## src/rtl/gda_pkg.sv

```systemverilog
// Shared types, constants and sequencer states for the Gower distance accumulator.
// Depends on nothing. Used by every module in rtl/.

package gda_pkg;

  localparam int FRAC_BITS = 16;                    // fraction bits of similarities and distance
  localparam int MAX_ATTRS = 64;                    // counted attributes per record pair
  localparam int VAL_W     = 32;                    // width of values and ranges
  localparam int CNT_W     = $clog2(MAX_ATTRS + 1);
  localparam int DIST_W    = FRAC_BITS + 1;
  localparam int SUM_W     = FRAC_BITS + CNT_W;
  localparam int STEP_W    = $clog2(SUM_W + 1);

  localparam logic [DIST_W-1:0] FX_ONE = DIST_W'(1) << FRAC_BITS;

  // Attribute kind codes; the fourth code is unused and is skipped.
  localparam logic [1:0] KIND_NUMERIC = 2'd0;
  localparam logic [1:0] KIND_NOMINAL = 2'd1;
  localparam logic [1:0] KIND_BINARY  = 2'd2;

  typedef struct packed {
    logic [1:0]              attr_kind;
    logic                    x_missing;
    logic                    y_missing;
    logic signed [VAL_W-1:0] x_value;
    logic signed [VAL_W-1:0] y_value;
    logic [VAL_W-1:0]        value_range;
    logic                    last_attr;
  } in_item_t;

  typedef struct packed {
    logic [DIST_W-1:0] distance;
    logic [CNT_W-1:0]  compared_count;
  } out_item_t;

  // Classification of one attribute pair.
  typedef struct packed {
    logic              skip;      // pair does not count
    logic              need_div;  // numeric pair with a nonzero range
    logic [DIST_W-1:0] sim;       // contribution when no division is needed
  } gda_eval_t;

  typedef struct packed {
    logic              start;
    logic [STEP_W-1:0] steps;
  } gda_div_cmd_t;

  typedef struct packed {
    logic busy;
    logic done;
  } gda_div_stat_t;

  typedef enum logic [2:0] {
    S_IDLE,
    S_EVAL,
    S_CMP,
    S_NDIV,
    S_FIN,
    S_FDIV,
    S_OUT
  } gda_state_t;

endpackage

```

## src/rtl/gda_eval.sv

```systemverilog
// Classifies one attribute pair and forms the absolute difference of its values.
// Depends on gda_pkg.

module gda_eval (
  input  gda_pkg::in_item_t          item,
  output gda_pkg::gda_eval_t         ev,
  output logic [gda_pkg::VAL_W-1:0]  abs_diff
);

  logic signed [gda_pkg::VAL_W:0] diff;
  logic signed [gda_pkg::VAL_W:0] neg_diff;
  logic                           xa;
  logic                           ya;

  assign diff     = (gda_pkg::VAL_W + 1)'(item.x_value) - (gda_pkg::VAL_W + 1)'(item.y_value);
  assign neg_diff = -diff;
  assign abs_diff = diff[gda_pkg::VAL_W] ? neg_diff[gda_pkg::VAL_W-1:0]
                                         : diff[gda_pkg::VAL_W-1:0];

  // Any binary value other than one counts as zero.
  assign xa = (item.x_value == gda_pkg::VAL_W'(1));
  assign ya = (item.y_value == gda_pkg::VAL_W'(1));

  always_comb begin
    ev.skip     = 1'b0;
    ev.need_div = 1'b0;
    ev.sim      = '0;
    case (item.attr_kind)
      gda_pkg::KIND_NUMERIC: begin
        if (item.value_range == '0) begin
          ev.sim = gda_pkg::FX_ONE;
        end else begin
          ev.need_div = 1'b1;
        end
      end
      gda_pkg::KIND_NOMINAL: begin
        ev.sim = (item.x_value == item.y_value) ? gda_pkg::FX_ONE : '0;
      end
      gda_pkg::KIND_BINARY: begin
        if (xa && ya) begin
          ev.sim = gda_pkg::FX_ONE;
        end else if (!xa && !ya) begin
          ev.skip = 1'b1;
        end
      end
      default: begin
        ev.skip = 1'b1;
      end
    endcase
    if (item.x_missing || item.y_missing) begin
      ev.skip     = 1'b1;
      ev.need_div = 1'b0;
    end
  end

endmodule

```

## src/rtl/gda_divider.sv

```systemverilog
// Shared restoring divider, one quotient bit per cycle.
// Depends on gda_pkg; driven by the sequencer in the top level.

module gda_divider (
  input  logic                            clk,
  input  logic                            rst_n,
  input  gda_pkg::gda_div_cmd_t           cmd,
  input  logic [gda_pkg::VAL_W-1:0]       rem_init,
  input  logic [gda_pkg::SUM_W-1:0]       dvd_init,
  input  logic [gda_pkg::VAL_W-1:0]       divisor,
  output gda_pkg::gda_div_stat_t          stat,
  output logic [gda_pkg::SUM_W-1:0]       quotient
);

  logic [gda_pkg::VAL_W-1:0]  rem_r, rem_nxt;
  logic [gda_pkg::SUM_W-1:0]  dvd_r, dvd_nxt;
  logic [gda_pkg::SUM_W-1:0]  quo_r, quo_nxt;
  logic [gda_pkg::VAL_W-1:0]  div_r, div_nxt;
  logic [gda_pkg::STEP_W-1:0] cnt_r, cnt_nxt;
  logic                       busy_r, busy_nxt;
  logic                       done_r, done_nxt;

  logic [gda_pkg::VAL_W:0]    rem_sh;
  logic [gda_pkg::VAL_W:0]    rem_sub;
  logic                       ge;

  // One step: shift in the next dividend bit and subtract where it fits.
  assign rem_sh  = {rem_r, dvd_r[gda_pkg::SUM_W-1]};
  assign ge      = (rem_sh >= {1'b0, div_r});
  assign rem_sub = rem_sh - {1'b0, div_r};

  always_comb begin
    rem_nxt  = rem_r;
    dvd_nxt  = dvd_r;
    quo_nxt  = quo_r;
    div_nxt  = div_r;
    cnt_nxt  = cnt_r;
    busy_nxt = busy_r;
    done_nxt = 1'b0;
    if (cmd.start) begin
      rem_nxt  = rem_init;
      dvd_nxt  = dvd_init;
      quo_nxt  = '0;
      div_nxt  = divisor;
      cnt_nxt  = cmd.steps;
      busy_nxt = 1'b1;
    end else if (busy_r) begin
      rem_nxt = ge ? rem_sub[gda_pkg::VAL_W-1:0] : rem_sh[gda_pkg::VAL_W-1:0];
      dvd_nxt = {dvd_r[gda_pkg::SUM_W-2:0], 1'b0};
      quo_nxt = {quo_r[gda_pkg::SUM_W-2:0], ge};
      cnt_nxt = cnt_r - gda_pkg::STEP_W'(1);
      if (cnt_r == gda_pkg::STEP_W'(1)) begin
        busy_nxt = 1'b0;
        done_nxt = 1'b1;
      end
    end
  end

  always_ff @(posedge clk) begin
    if (!rst_n) begin
      cnt_r  <= '0;
      busy_r <= 1'b0;
      done_r <= 1'b0;
    end else begin
      cnt_r  <= cnt_nxt;
      busy_r <= busy_nxt;
      done_r <= done_nxt;
    end
  end

  always_ff @(posedge clk) begin
    rem_r <= rem_nxt;
    dvd_r <= dvd_nxt;
    quo_r <= quo_nxt;
    div_r <= div_nxt;
  end

  assign stat.busy = busy_r;
  assign stat.done = done_r;
  assign quotient  = quo_r;

endmodule

```

## src/rtl/gower_distance_accumulator_top.sv

```systemverilog
// Top level of the Gower distance accumulator: sequencer, accumulators and result register.
// Depends on gda_pkg, gda_eval and gda_divider.
//
//   Channel  Ports                         Word
//   input    in_valid, in_stall, in_word   one attribute pair (in_item_t)
//   output   out_valid, out_stall, out_word distance and compared count (out_item_t)
//
// A nominal, binary, skipped or zero-range numeric pair is settled in evaluation alone.
// A numeric pair whose difference reaches its range clamps without dividing. Any other
// numeric pair waits on the bit-serial divider, which forms |x - y| / range. A word marked
// last adds the final mean, formed by the divider, or a distance of one when nothing was
// counted; either waits while an earlier result still blocks the result register.
// Reset is synchronous and active low; it clears the sequencer and both accumulators.
// in_stall is high whenever the sequencer is busy. A finished result moves to the result
// register and the sequencer returns to idle, so a stalled receiver only holds off the
// sender once a second result is ready while the first one still waits.

module gower_distance_accumulator_top (
  input  logic               clk,
  input  logic               rst_n,
  input  logic               in_valid,
  output logic               in_stall,
  input  gda_pkg::in_item_t  in_word,
  output logic               out_valid,
  input  logic               out_stall,
  output gda_pkg::out_item_t out_word
);

  gda_pkg::gda_state_t              state_r, state_nxt;
  gda_pkg::in_item_t                item_r, item_nxt;
  logic [gda_pkg::VAL_W-1:0]        d_r, d_nxt;
  logic [gda_pkg::SUM_W-1:0]        sum_r, sum_nxt;
  logic [gda_pkg::CNT_W-1:0]        count_r, count_nxt;
  gda_pkg::out_item_t               out_word_r, out_word_nxt;
  logic                             out_valid_r, out_valid_nxt;

  gda_pkg::gda_eval_t               ev;
  logic [gda_pkg::VAL_W-1:0]        abs_diff;

  gda_pkg::gda_div_cmd_t            div_cmd;
  gda_pkg::gda_div_stat_t           div_stat;
  logic [gda_pkg::VAL_W-1:0]        div_rem_init;
  logic [gda_pkg::SUM_W-1:0]        div_dvd_init;
  logic [gda_pkg::VAL_W-1:0]        div_divisor;
  logic [gda_pkg::SUM_W-1:0]        div_quo;

  logic                             acc_en;
  logic [gda_pkg::DIST_W-1:0]       acc_val;
  logic                             acc_clr;
  gda_pkg::gda_state_t              after_acc;
  logic                             out_free;

  gda_eval u_eval (
    .item     (item_r),
    .ev       (ev),
    .abs_diff (abs_diff)
  );

  gda_divider u_divider (
    .clk      (clk),
    .rst_n    (rst_n),
    .cmd      (div_cmd),
    .rem_init (div_rem_init),
    .dvd_init (div_dvd_init),
    .divisor  (div_divisor),
    .stat     (div_stat),
    .quotient (div_quo)
  );

  assign in_stall  = (state_r != gda_pkg::S_IDLE);
  assign out_valid = out_valid_r;
  assign out_word  = out_word_r;

  // The result register can take a new word when it is empty or is being read this cycle.
  assign out_free = !out_valid_r || !out_stall;

  // Once an attribute is folded in, a last word goes on to the final mean.
  assign after_acc = item_r.last_attr ? gda_pkg::S_FIN : gda_pkg::S_IDLE;

  // Sequencer.
  always_comb begin
    state_nxt     = state_r;
    item_nxt      = item_r;
    d_nxt         = d_r;
    out_word_nxt  = out_word_r;
    out_valid_nxt = out_valid_r;
    acc_en        = 1'b0;
    acc_val       = '0;
    acc_clr       = 1'b0;
    div_cmd.start = 1'b0;
    div_cmd.steps = gda_pkg::STEP_W'(gda_pkg::FRAC_BITS);
    div_rem_init  = d_r;
    div_dvd_init  = '0;
    div_divisor   = item_r.value_range;
    // A waiting result leaves the register when the receiver takes it.
    if (out_valid_r && !out_stall) begin
      out_valid_nxt = 1'b0;
    end
    unique case (state_r)
      gda_pkg::S_IDLE: begin
        if (in_valid) begin
          item_nxt  = in_word;
          state_nxt = gda_pkg::S_EVAL;
        end
      end
      gda_pkg::S_EVAL: begin
        if (ev.skip) begin
          state_nxt = after_acc;
        end else if (ev.need_div) begin
          d_nxt     = abs_diff;
          state_nxt = gda_pkg::S_CMP;
        end else begin
          acc_en    = 1'b1;
          acc_val   = ev.sim;
          state_nxt = after_acc;
        end
      end
      gda_pkg::S_CMP: begin
        // A difference at or beyond the range gives a quotient of at least one,
        // so the similarity clamps to zero without dividing.
        if (d_r >= item_r.value_range) begin
          acc_en    = 1'b1;
          state_nxt = after_acc;
        end else begin
          div_cmd.start = 1'b1;
          state_nxt     = gda_pkg::S_NDIV;
        end
      end
      gda_pkg::S_NDIV: begin
        if (div_stat.done) begin
          acc_en    = 1'b1;
          acc_val   = gda_pkg::FX_ONE - {1'b0, div_quo[gda_pkg::FRAC_BITS-1:0]};
          state_nxt = after_acc;
        end
      end
      gda_pkg::S_FIN: begin
        if (count_r == '0) begin
          // Nothing counted: the distance is one, once the result register is free.
          if (out_free) begin
            out_word_nxt.distance       = gda_pkg::FX_ONE;
            out_word_nxt.compared_count = count_r;
            out_valid_nxt               = 1'b1;
            acc_clr                     = 1'b1;
            state_nxt                   = gda_pkg::S_IDLE;
          end
        end else begin
          div_cmd.start = 1'b1;
          div_cmd.steps = gda_pkg::STEP_W'(gda_pkg::SUM_W);
          div_rem_init  = '0;
          div_dvd_init  = sum_r;
          div_divisor   = gda_pkg::VAL_W'(count_r);
          state_nxt     = gda_pkg::S_FDIV;
        end
      end
      gda_pkg::S_FDIV: begin
        // The mean never exceeds one, so its quotient fits in DIST_W bits.
        if (div_stat.done) begin
          if (out_free) begin
            out_word_nxt.distance       = gda_pkg::FX_ONE - div_quo[gda_pkg::DIST_W-1:0];
            out_word_nxt.compared_count = count_r;
            out_valid_nxt               = 1'b1;
            acc_clr                     = 1'b1;
            state_nxt                   = gda_pkg::S_IDLE;
          end else begin
            state_nxt = gda_pkg::S_OUT;
          end
        end
      end
      gda_pkg::S_OUT: begin
        // The divider holds its quotient while the earlier result is still waiting.
        if (out_free) begin
          out_word_nxt.distance       = gda_pkg::FX_ONE - div_quo[gda_pkg::DIST_W-1:0];
          out_word_nxt.compared_count = count_r;
          out_valid_nxt               = 1'b1;
          acc_clr                     = 1'b1;
          state_nxt                   = gda_pkg::S_IDLE;
        end
      end
      default: begin
        state_nxt = gda_pkg::S_IDLE;
      end
    endcase
  end

  // Accumulators saturate once MAX_ATTRS attributes have been counted.
  always_comb begin
    sum_nxt   = sum_r;
    count_nxt = count_r;
    if (acc_clr) begin
      sum_nxt   = '0;
      count_nxt = '0;
    end else if (acc_en && (count_r < gda_pkg::CNT_W'(gda_pkg::MAX_ATTRS))) begin
      sum_nxt   = sum_r + gda_pkg::SUM_W'(acc_val);
      count_nxt = count_r + gda_pkg::CNT_W'(1);
    end
  end

  always_ff @(posedge clk) begin
    if (!rst_n) begin
      state_r     <= gda_pkg::S_IDLE;
      sum_r       <= '0;
      count_r     <= '0;
      out_valid_r <= 1'b0;
    end else begin
      state_r     <= state_nxt;
      sum_r       <= sum_nxt;
      count_r     <= count_nxt;
      out_valid_r <= out_valid_nxt;
    end
  end

  always_ff @(posedge clk) begin
    item_r     <= item_nxt;
    d_r        <= d_nxt;
    out_word_r <= out_word_nxt;
  end

  // A stalled result stays valid and unchanged until it is taken.
  a_out_hold: assert property (@(posedge clk) disable iff (!rst_n)
    (out_valid && out_stall) |=> (out_valid && $stable(out_word)))
    else $error("stalled result changed");

  // The divider is never restarted while it is still stepping.
  a_div_idle: assert property (@(posedge clk) disable iff (!rst_n)
    div_cmd.start |-> !div_stat.busy)
    else $error("divider started while busy");

  // The divider only finishes while the sequencer waits on it.
  a_div_done: assert property (@(posedge clk) disable iff (!rst_n)
    div_stat.done |-> (state_r == gda_pkg::S_NDIV || state_r == gda_pkg::S_FDIV))
    else $error("divider finished while nobody waited");

  // The attribute count never passes its limit.
  a_count_max: assert property (@(posedge clk) disable iff (!rst_n)
    count_r <= gda_pkg::CNT_W'(gda_pkg::MAX_ATTRS))
    else $error("attribute count past its limit");

  // An accepted word is evaluated in the next cycle.
  a_accept_eval: assert property (@(posedge clk) disable iff (!rst_n)
    (in_valid && !in_stall) |=> (state_r == gda_pkg::S_EVAL))
    else $error("accepted word not evaluated");

endmodule
```

## config.mk

```make
export PLATFORM = sky130hd
export DESIGN_NAME = gower_distance_accumulator_top
export DESIGN_NICKNAME = d
export VERILOG_FILES = /design/src/rtl/gda_pkg.sv /design/src/rtl/gda_eval.sv /design/src/rtl/gda_divider.sv /design/src/rtl/gower_distance_accumulator_top.sv
export SDC_FILE = /design/constraint.sdc
export NUM_CORES = 1
export LEC_CHECK = 0
export BUFFER_PORTS_ARGS = -buffer_cell sky130_fd_sc_hd__buf_4
export CAP_MARGIN = 20
export CORE_MARGIN = 4
export CORE_UTILIZATION = 40
export CTS_CLUSTER_DIAMETER = 50
export CTS_CLUSTER_SIZE = 20
export DETAILED_ROUTE_END_ITERATION = 7
export PLACE_DENSITY = 0.64
export SLEW_MARGIN = 10
export SYNTH_ARGS = -nofsm -noshare
export SYNTH_HDL_FRONTEND = slang
export SYNTH_SLANG_ARGS = --single-unit
```

## constraint.sdc

```tcl
create_clock -name clk -period 13 [get_ports clk]
set_input_delay 1.3 -clock clk [delete_from_list [all_inputs] [get_ports clk]]
set_output_delay 1.3 -clock clk [all_outputs]
set_load 0.03 [all_outputs]
```

==> impl_metrics.xml <==
<?xml version="1.0" encoding="UTF-8"?>
<metrics>
  <group name="setup_path">
    <metric name="cp_slowest_stage_delay" unit="ns">0.52</metric>
    <metric name="timing.critical_path.to" unit="">sum_r[22]</metric>
    <metric name="worst_setup_path_startpoint" unit="">state_r[1]</metric>
    <metric name="crit_path_top_delay_cell" unit="">sky130_fd_sc_hd__nand3_1</metric>
    <metric name="start_kind" unit="">flop</metric>
    <metric name="cp.depth" unit="">18</metric>
    <metric name="critical_path.top_delay_family" unit="">compound AO/OA/AOI/OAI gates</metric>
    <metric name="timing.critical_path.mode_cell" unit="">sky130_fd_sc_hd__o21ai_0</metric>
    <metric name="timing.rr.end" unit="">sum_r[22]</metric>
    <metric name="cp_max_fo" unit="">16</metric>
    <metric name="regToRegStartpoint" unit="">state_r[1]</metric>
    <metric name="worstSetupEndpointType" unit="">flop</metric>
    <metric name="path_buf_inv" unit="">2</metric>
    <metric name="cp.required" unit="ns">13.48</metric>
    <metric name="r2r_setup_slack" unit="ns">8.07</metric>
    <metric name="worstRegToRegCells" unit="">18</metric>
    <metric name="crit_arrival" unit="ns">5.42</metric>
    <metric name="path_class" unit="">flop to flop</metric>
    <metric name="cells_traversed_along_the_worst_timing_path" unit="">inv_1 &gt; nor2_1 &gt; nand3_1 &gt; nor2_1 &gt; ha_1 &gt; inv_1 &gt; fa_1 &gt; nor2b_1 &gt; o21ai_0 &gt; a21boi_0 &gt; o21ai_0 &gt; a21boi_0 &gt; o21bai_1 &gt; a31o_2 &gt; o21ai_0 &gt; o41a_1 &gt; a31oi_1 &gt; a41o_1</metric>
  </group>
  <group name="power">
    <metric name="cellPowerDensity" unit="nW/um^2">118</metric>
    <metric name="power.static_leakage" unit="nW">8.31</metric>
    <metric name="vdd_drop_max" unit="mV">0.105</metric>
    <metric name="cellInternalPower" unit="mW">1.76</metric>
    <metric name="share_comb_of_total_power" unit="">0.158</metric>
    <metric name="power.share.clock" unit="">0.383</metric>
    <metric name="netsw" unit="uW">664</metric>
    <metric name="power.share.sequential" unit="">0.458</metric>
    <metric name="sw_frac_of_total" unit="">0.274</metric>
  </group>
  <group name="finish">
    <metric name="flow.area_growth_from_synthesis" unit="%">15.0</metric>
    <metric name="post_route_cells_drive_above_1_share" unit="">0.118</metric>
    <metric name="diodes" unit="">0</metric>
    <metric name="finalNetCount" unit="">2137</metric>
  </group>
  <group name="die">
    <metric name="die-area" unit="um^2">47900</metric>
    <metric name="die_width" unit="um">219</metric>
    <metric name="core.rowCount" unit="">76</metric>
    <metric name="design.core.area" unit="um^2">43500</metric>
    <metric name="initial_cell_density_of_the_core" unit="">0.409</metric>
    <metric name="ioPinCount" unit="">131</metric>
    <metric name="die_h" unit="um">219</metric>
  </group>
  <group name="status">
    <metric name="status" unit="">complete, no violations</metric>
  </group>
  <group name="clock_network">
    <metric name="number_of_instances_resized_during_post_cts_repair" unit="">0</metric>
    <metric name="tritoncts" unit="">done</metric>
    <metric name="cts_setup_buffers" unit="">0</metric>
    <metric name="cts-root-buf" unit="">sky130_fd_sc_hd__clkbuf_16</metric>
    <metric name="cts.reportedPaths.clkPinSlew" unit="ns">0.07</metric>
    <metric name="cts_buffers" unit="">31</metric>
    <metric name="clkLatencyLatePin" unit="ns">0.60</metric>
    <metric name="tritoncts_num_sinks" unit="">302</metric>
    <metric name="cts_buffer_depth" unit="">3</metric>
    <metric name="hold_buffers" unit="">0</metric>
    <metric name="htree_levels" unit="">1</metric>
  </group>
  <group name="global_routing">
    <metric name="globalRoute.totalOverflow" unit="">0</metric>
    <metric name="grt_max_degree" unit="">70</metric>
    <metric name="globalRouteTotalUtil" unit="">0.178</metric>
    <metric name="first_pass_grt_wire_length" unit="um">69600</metric>
    <metric name="antenna_found_initial" unit="">1</metric>
    <metric name="vias_in_the_first_global_route" unit="">13371</metric>
  </group>
  <group name="yosys">
    <metric name="syn_area" unit="um^2">17800</metric>
    <metric name="synth-async-reset-ratio" unit="">0</metric>
    <metric name="cell_count_after_synthesis" unit="">1801</metric>
    <metric name="ys_seq_elements" unit="">302</metric>
    <metric name="synth.avg_cell_area" unit="um^2">9.87</metric>
    <metric name="syn_nets" unit="">2028</metric>
    <metric name="yosysWarnings" unit="">0</metric>
    <metric name="synth.lib_cells_used.distinct" unit="">76</metric>
    <metric name="synthFlopType" unit="">sky130_fd_sc_hd__edfxtp_1</metric>
    <metric name="synth_edf_count" unit="">244</metric>
    <metric name="synth-seq-area-share" unit="">0.477</metric>
  </group>
  <group name="sta">
    <metric name="rsz0062_at_grt" unit="">false</metric>
    <metric name="worst_clock_skew" unit="ns">0.0274</metric>
    <metric name="finalSetupViolations" unit="">0</metric>
    <metric name="worst_slew_margin_relative_to_its_limit" unit="">0.271</metric>
    <metric name="layout_min_cycle_time" unit="ns">4.93</metric>
    <metric name="clock.fmax" unit="MHz">203</metric>
    <metric name="finalHoldViolations" unit="">0</metric>
    <metric name="worst_pin_slew" unit="ns">1.09</metric>
    <metric name="setup_total_neg_slack" unit="ns">0</metric>
    <metric name="holdWs" unit="ns">0.494</metric>
    <metric name="final_min_period_over_clock_period" unit="">0.379</metric>
    <metric name="setup_ws" unit="ns">8.07</metric>
    <metric name="maxSlewViolCount" unit="">0</metric>
  </group>
  <group name="placed_design">
    <metric name="gp_congestion" unit="">0.910</metric>
    <metric name="io_buffer_count" unit="">130</metric>
    <metric name="pre_cts_slack" unit="ns">8.17</metric>
    <metric name="hpwl" unit="um">32700</metric>
  </group>
  <group name="routing">
    <metric name="via_count" unit="">13572</metric>
    <metric name="drt_initial_violations" unit="">1056</metric>
    <metric name="remaining_drc_errors" unit="">0</metric>
    <metric name="totalWireLength" unit="um">43400</metric>
    <metric name="route.detailed.vias_per_inst" unit="">5.39</metric>
    <metric name="drtAntennaViolNets" unit="">0</metric>
    <metric name="first_pass_iters" unit="">5</metric>
    <metric name="detail_routed_net_length_per_standard_cell" unit="um">17.2</metric>
  </group>
  <group name="job">
    <metric name="timing.max_cap.violations" unit="">0</metric>
  </group>
  <group name="min_path">
    <metric name="worstHoldPathType" unit="">flop to flop</metric>
  </group>
</metrics>
cells by family after synthesis:
family | count (synthesis) | synth area share
DFF | 302 | 0.477
xor gates and xnor gates | 101 | 0.0506
buffers and inverters | 212 | 0.0455
adders and majority gates | 122 | 0.0871
AOI/OAI and AO/OA | 438 | 0.158
and+or+nand+nor | 585 | 0.158
muxes | 41 | 0.0232
cells in the final DEF, fill, tap and decap left out, types with 20 or more instances in the layout:
master,Yosys,routed
sky130_fd_sc_hd__edfxtp_1,244,244
sky130_fd_sc_hd__nor2_1,182,179
sky130_fd_sc_hd__nand2_1,154,154
sky130_fd_sc_hd__inv_1,146,145
sky130_fd_sc_hd__buf_4,0,141
sky130_fd_sc_hd__ha_1,119,119
sky130_fd_sc_hd__a21oi_1,114,113
sky130_fd_sc_hd__o21ai_0,110,110
sky130_fd_sc_hd__dfxtp_1,58,58
sky130_fd_sc_hd__xnor2_1,56,56
sky130_fd_sc_hd__xor2_1,43,43
sky130_fd_sc_hd__a21o_1,42,42
sky130_fd_sc_hd__mux2i_1,39,39
sky130_fd_sc_hd__nor4_1,37,37
sky130_fd_sc_hd__nand4_1,36,36
sky130_fd_sc_hd__nor3_1,36,36
sky130_fd_sc_hd__clkbuf_16,0,34
sky130_fd_sc_hd__nand3_1,26,26
sky130_fd_sc_hd__and2_1,24,22
sky130_fd_sc_hd__o21a_1,21,21
sky130_fd_sc_hd__a31oi_1,20,20
flip-flops by register name, summed over array words and instances, names as in the netlist, 3 cells and up:
signal	cells
item_r	101
d_r	32
u_divider.div_r	32
u_divider.rem_r	32
out_word	24
sum_r	23
u_divider.dvd_r	23
u_divider.quotient	17
count_r	7
u_divider.cnt_r	5
state_r	3
final cells by class:
| type | instances | area (um^2) |
|---|---|---|
| Tap cell | 585 | 732 |
| Fill cell | 4051 | 23000 |
| Timing Repair Buffer | 142 | 1090 |
| Inverter | 146 | 548 |
| Sequential cell | 302 | 8490 |
| Clock inverter | 19 | 219 |
| Multi-Input combinational cell | 1287 | 8510 |
| Clock buffer | 39 | 870 |
layer usage:
layer  part of all wire  GRT usage  up-vias  routed length, um
met2               0.45      0.290      355              19700
li1                   -          -     6772                  -
met1               0.46      0.248     6367              20200
met3              0.050     0.0266       76               2160
met4              0.031     0.0520        2               1340
met5            0.00030          0        -                 13
power by group through the flow:
stage               logic (mW)  registers (mW)  clock network [mW]
floorplan                0.276            1.12                   0
global placement         0.373            1.13                   0
detailed placement       0.379            1.13                   0
CTS                      0.381            1.11               0.949
global route             0.431            1.11               0.989
finish                   0.383            1.11               0.928
Yosys cell counts, types with 5 or more instances:
cell type                  number  share of area
sky130_fd_sc_hd__edfxtp_1     244           0.41
sky130_fd_sc_hd__nor2_1       182          0.038
sky130_fd_sc_hd__nand2_1      154          0.033
sky130_fd_sc_hd__inv_1        146          0.031
sky130_fd_sc_hd__ha_1         119          0.084
sky130_fd_sc_hd__a21oi_1      114          0.032
sky130_fd_sc_hd__o21ai_0      110          0.031
sky130_fd_sc_hd__clkbuf_1      58          0.012
sky130_fd_sc_hd__dfxtp_1       58          0.065
sky130_fd_sc_hd__xnor2_1       56          0.028
sky130_fd_sc_hd__xor2_1        43          0.021
sky130_fd_sc_hd__a21o_1        42          0.018
sky130_fd_sc_hd__mux2i_1       39          0.022
sky130_fd_sc_hd__nor4_1        37          0.013
sky130_fd_sc_hd__nand4_1       36          0.013
sky130_fd_sc_hd__nor3_1        36          0.010
sky130_fd_sc_hd__nand3_1       26         0.0073
sky130_fd_sc_hd__and2_1        24         0.0084
sky130_fd_sc_hd__o21a_1        21         0.0089
sky130_fd_sc_hd__a31oi_1       20         0.0070
sky130_fd_sc_hd__a22o_1        19         0.0094
sky130_fd_sc_hd__nand2b_1      16         0.0056
sky130_fd_sc_hd__nor2b_1       15         0.0053
sky130_fd_sc_hd__and3_1        14         0.0049
sky130_fd_sc_hd__a21boi_0      13         0.0055
sky130_fd_sc_hd__or3_1         11         0.0039
sky130_fd_sc_hd__a211oi_1      10         0.0042
sky130_fd_sc_hd__o211ai_1       9         0.0038
sky130_fd_sc_hd__o21ai_1        9         0.0025
sky130_fd_sc_hd__o22ai_1        9         0.0032
sky130_fd_sc_hd__o31ai_1        9         0.0038
sky130_fd_sc_hd__or2_2          9         0.0032
sky130_fd_sc_hd__o21bai_1       7         0.0030
sky130_fd_sc_hd__and4_1         5         0.0025
sky130_fd_sc_hd__buf_2          5         0.0014
sky130_fd_sc_hd__o31a_1         5         0.0025
worst min path at each step:
stage          startpoint  slack [ns]   endpoint  cells past startpoint
3_3_place_gp    sum_r[19]        0.48  sum_r[19]                      2
5_1_grt         sum_r[21]        0.53  sum_r[21]                      2
3_5_place_dp    sum_r[21]        0.49  sum_r[21]                      2
6_report        sum_r[21]        0.49  sum_r[21]                      2
4_1_cts         sum_r[21]        0.50  sum_r[21]                      2
2_1_floorplan   sum_r[19]        0.45  sum_r[19]                      2
worst register-to-register path: stages, from the launching register on:
cell and delay (ns):
sky130_fd_sc_hd__dfxtp_1 0.48, sky130_fd_sc_hd__inv_1 0.19, sky130_fd_sc_hd__nor2_1 0.34, sky130_fd_sc_hd__nand3_1 0.52, sky130_fd_sc_hd__nor2_1 0.24, sky130_fd_sc_hd__ha_1 0.20
sky130_fd_sc_hd__inv_1 0.06, sky130_fd_sc_hd__fa_1 0.42, sky130_fd_sc_hd__nor2b_1 0.13, sky130_fd_sc_hd__o21ai_0 0.10, sky130_fd_sc_hd__a21boi_0 0.26, sky130_fd_sc_hd__o21ai_0 0.14
sky130_fd_sc_hd__a21boi_0 0.34, sky130_fd_sc_hd__o21bai_1 0.19, sky130_fd_sc_hd__a31o_2 0.28, sky130_fd_sc_hd__o21ai_0 0.29, sky130_fd_sc_hd__o41a_1 0.30, sky130_fd_sc_hd__a31oi_1 0.12
sky130_fd_sc_hd__a41o_1 0.22
through the flow:
stage | instances | instance area [um^2] | util | power (mW)
after floorplan | 1801 | 17800 | - | 1.40
after global placement | 2461 | 19300 | 0.445 | 1.50
after detailed placement | 2461 | 19300 | 0.445 | 1.51
after CTS | 2519 | 20400 | 0.470 | 2.44
after global routing | 2520 | 20400 | 0.471 | 2.53
final | 2520 | 20400 | 0.471 | 2.42
No activity file was read; power rests on OpenSTA's default activity.
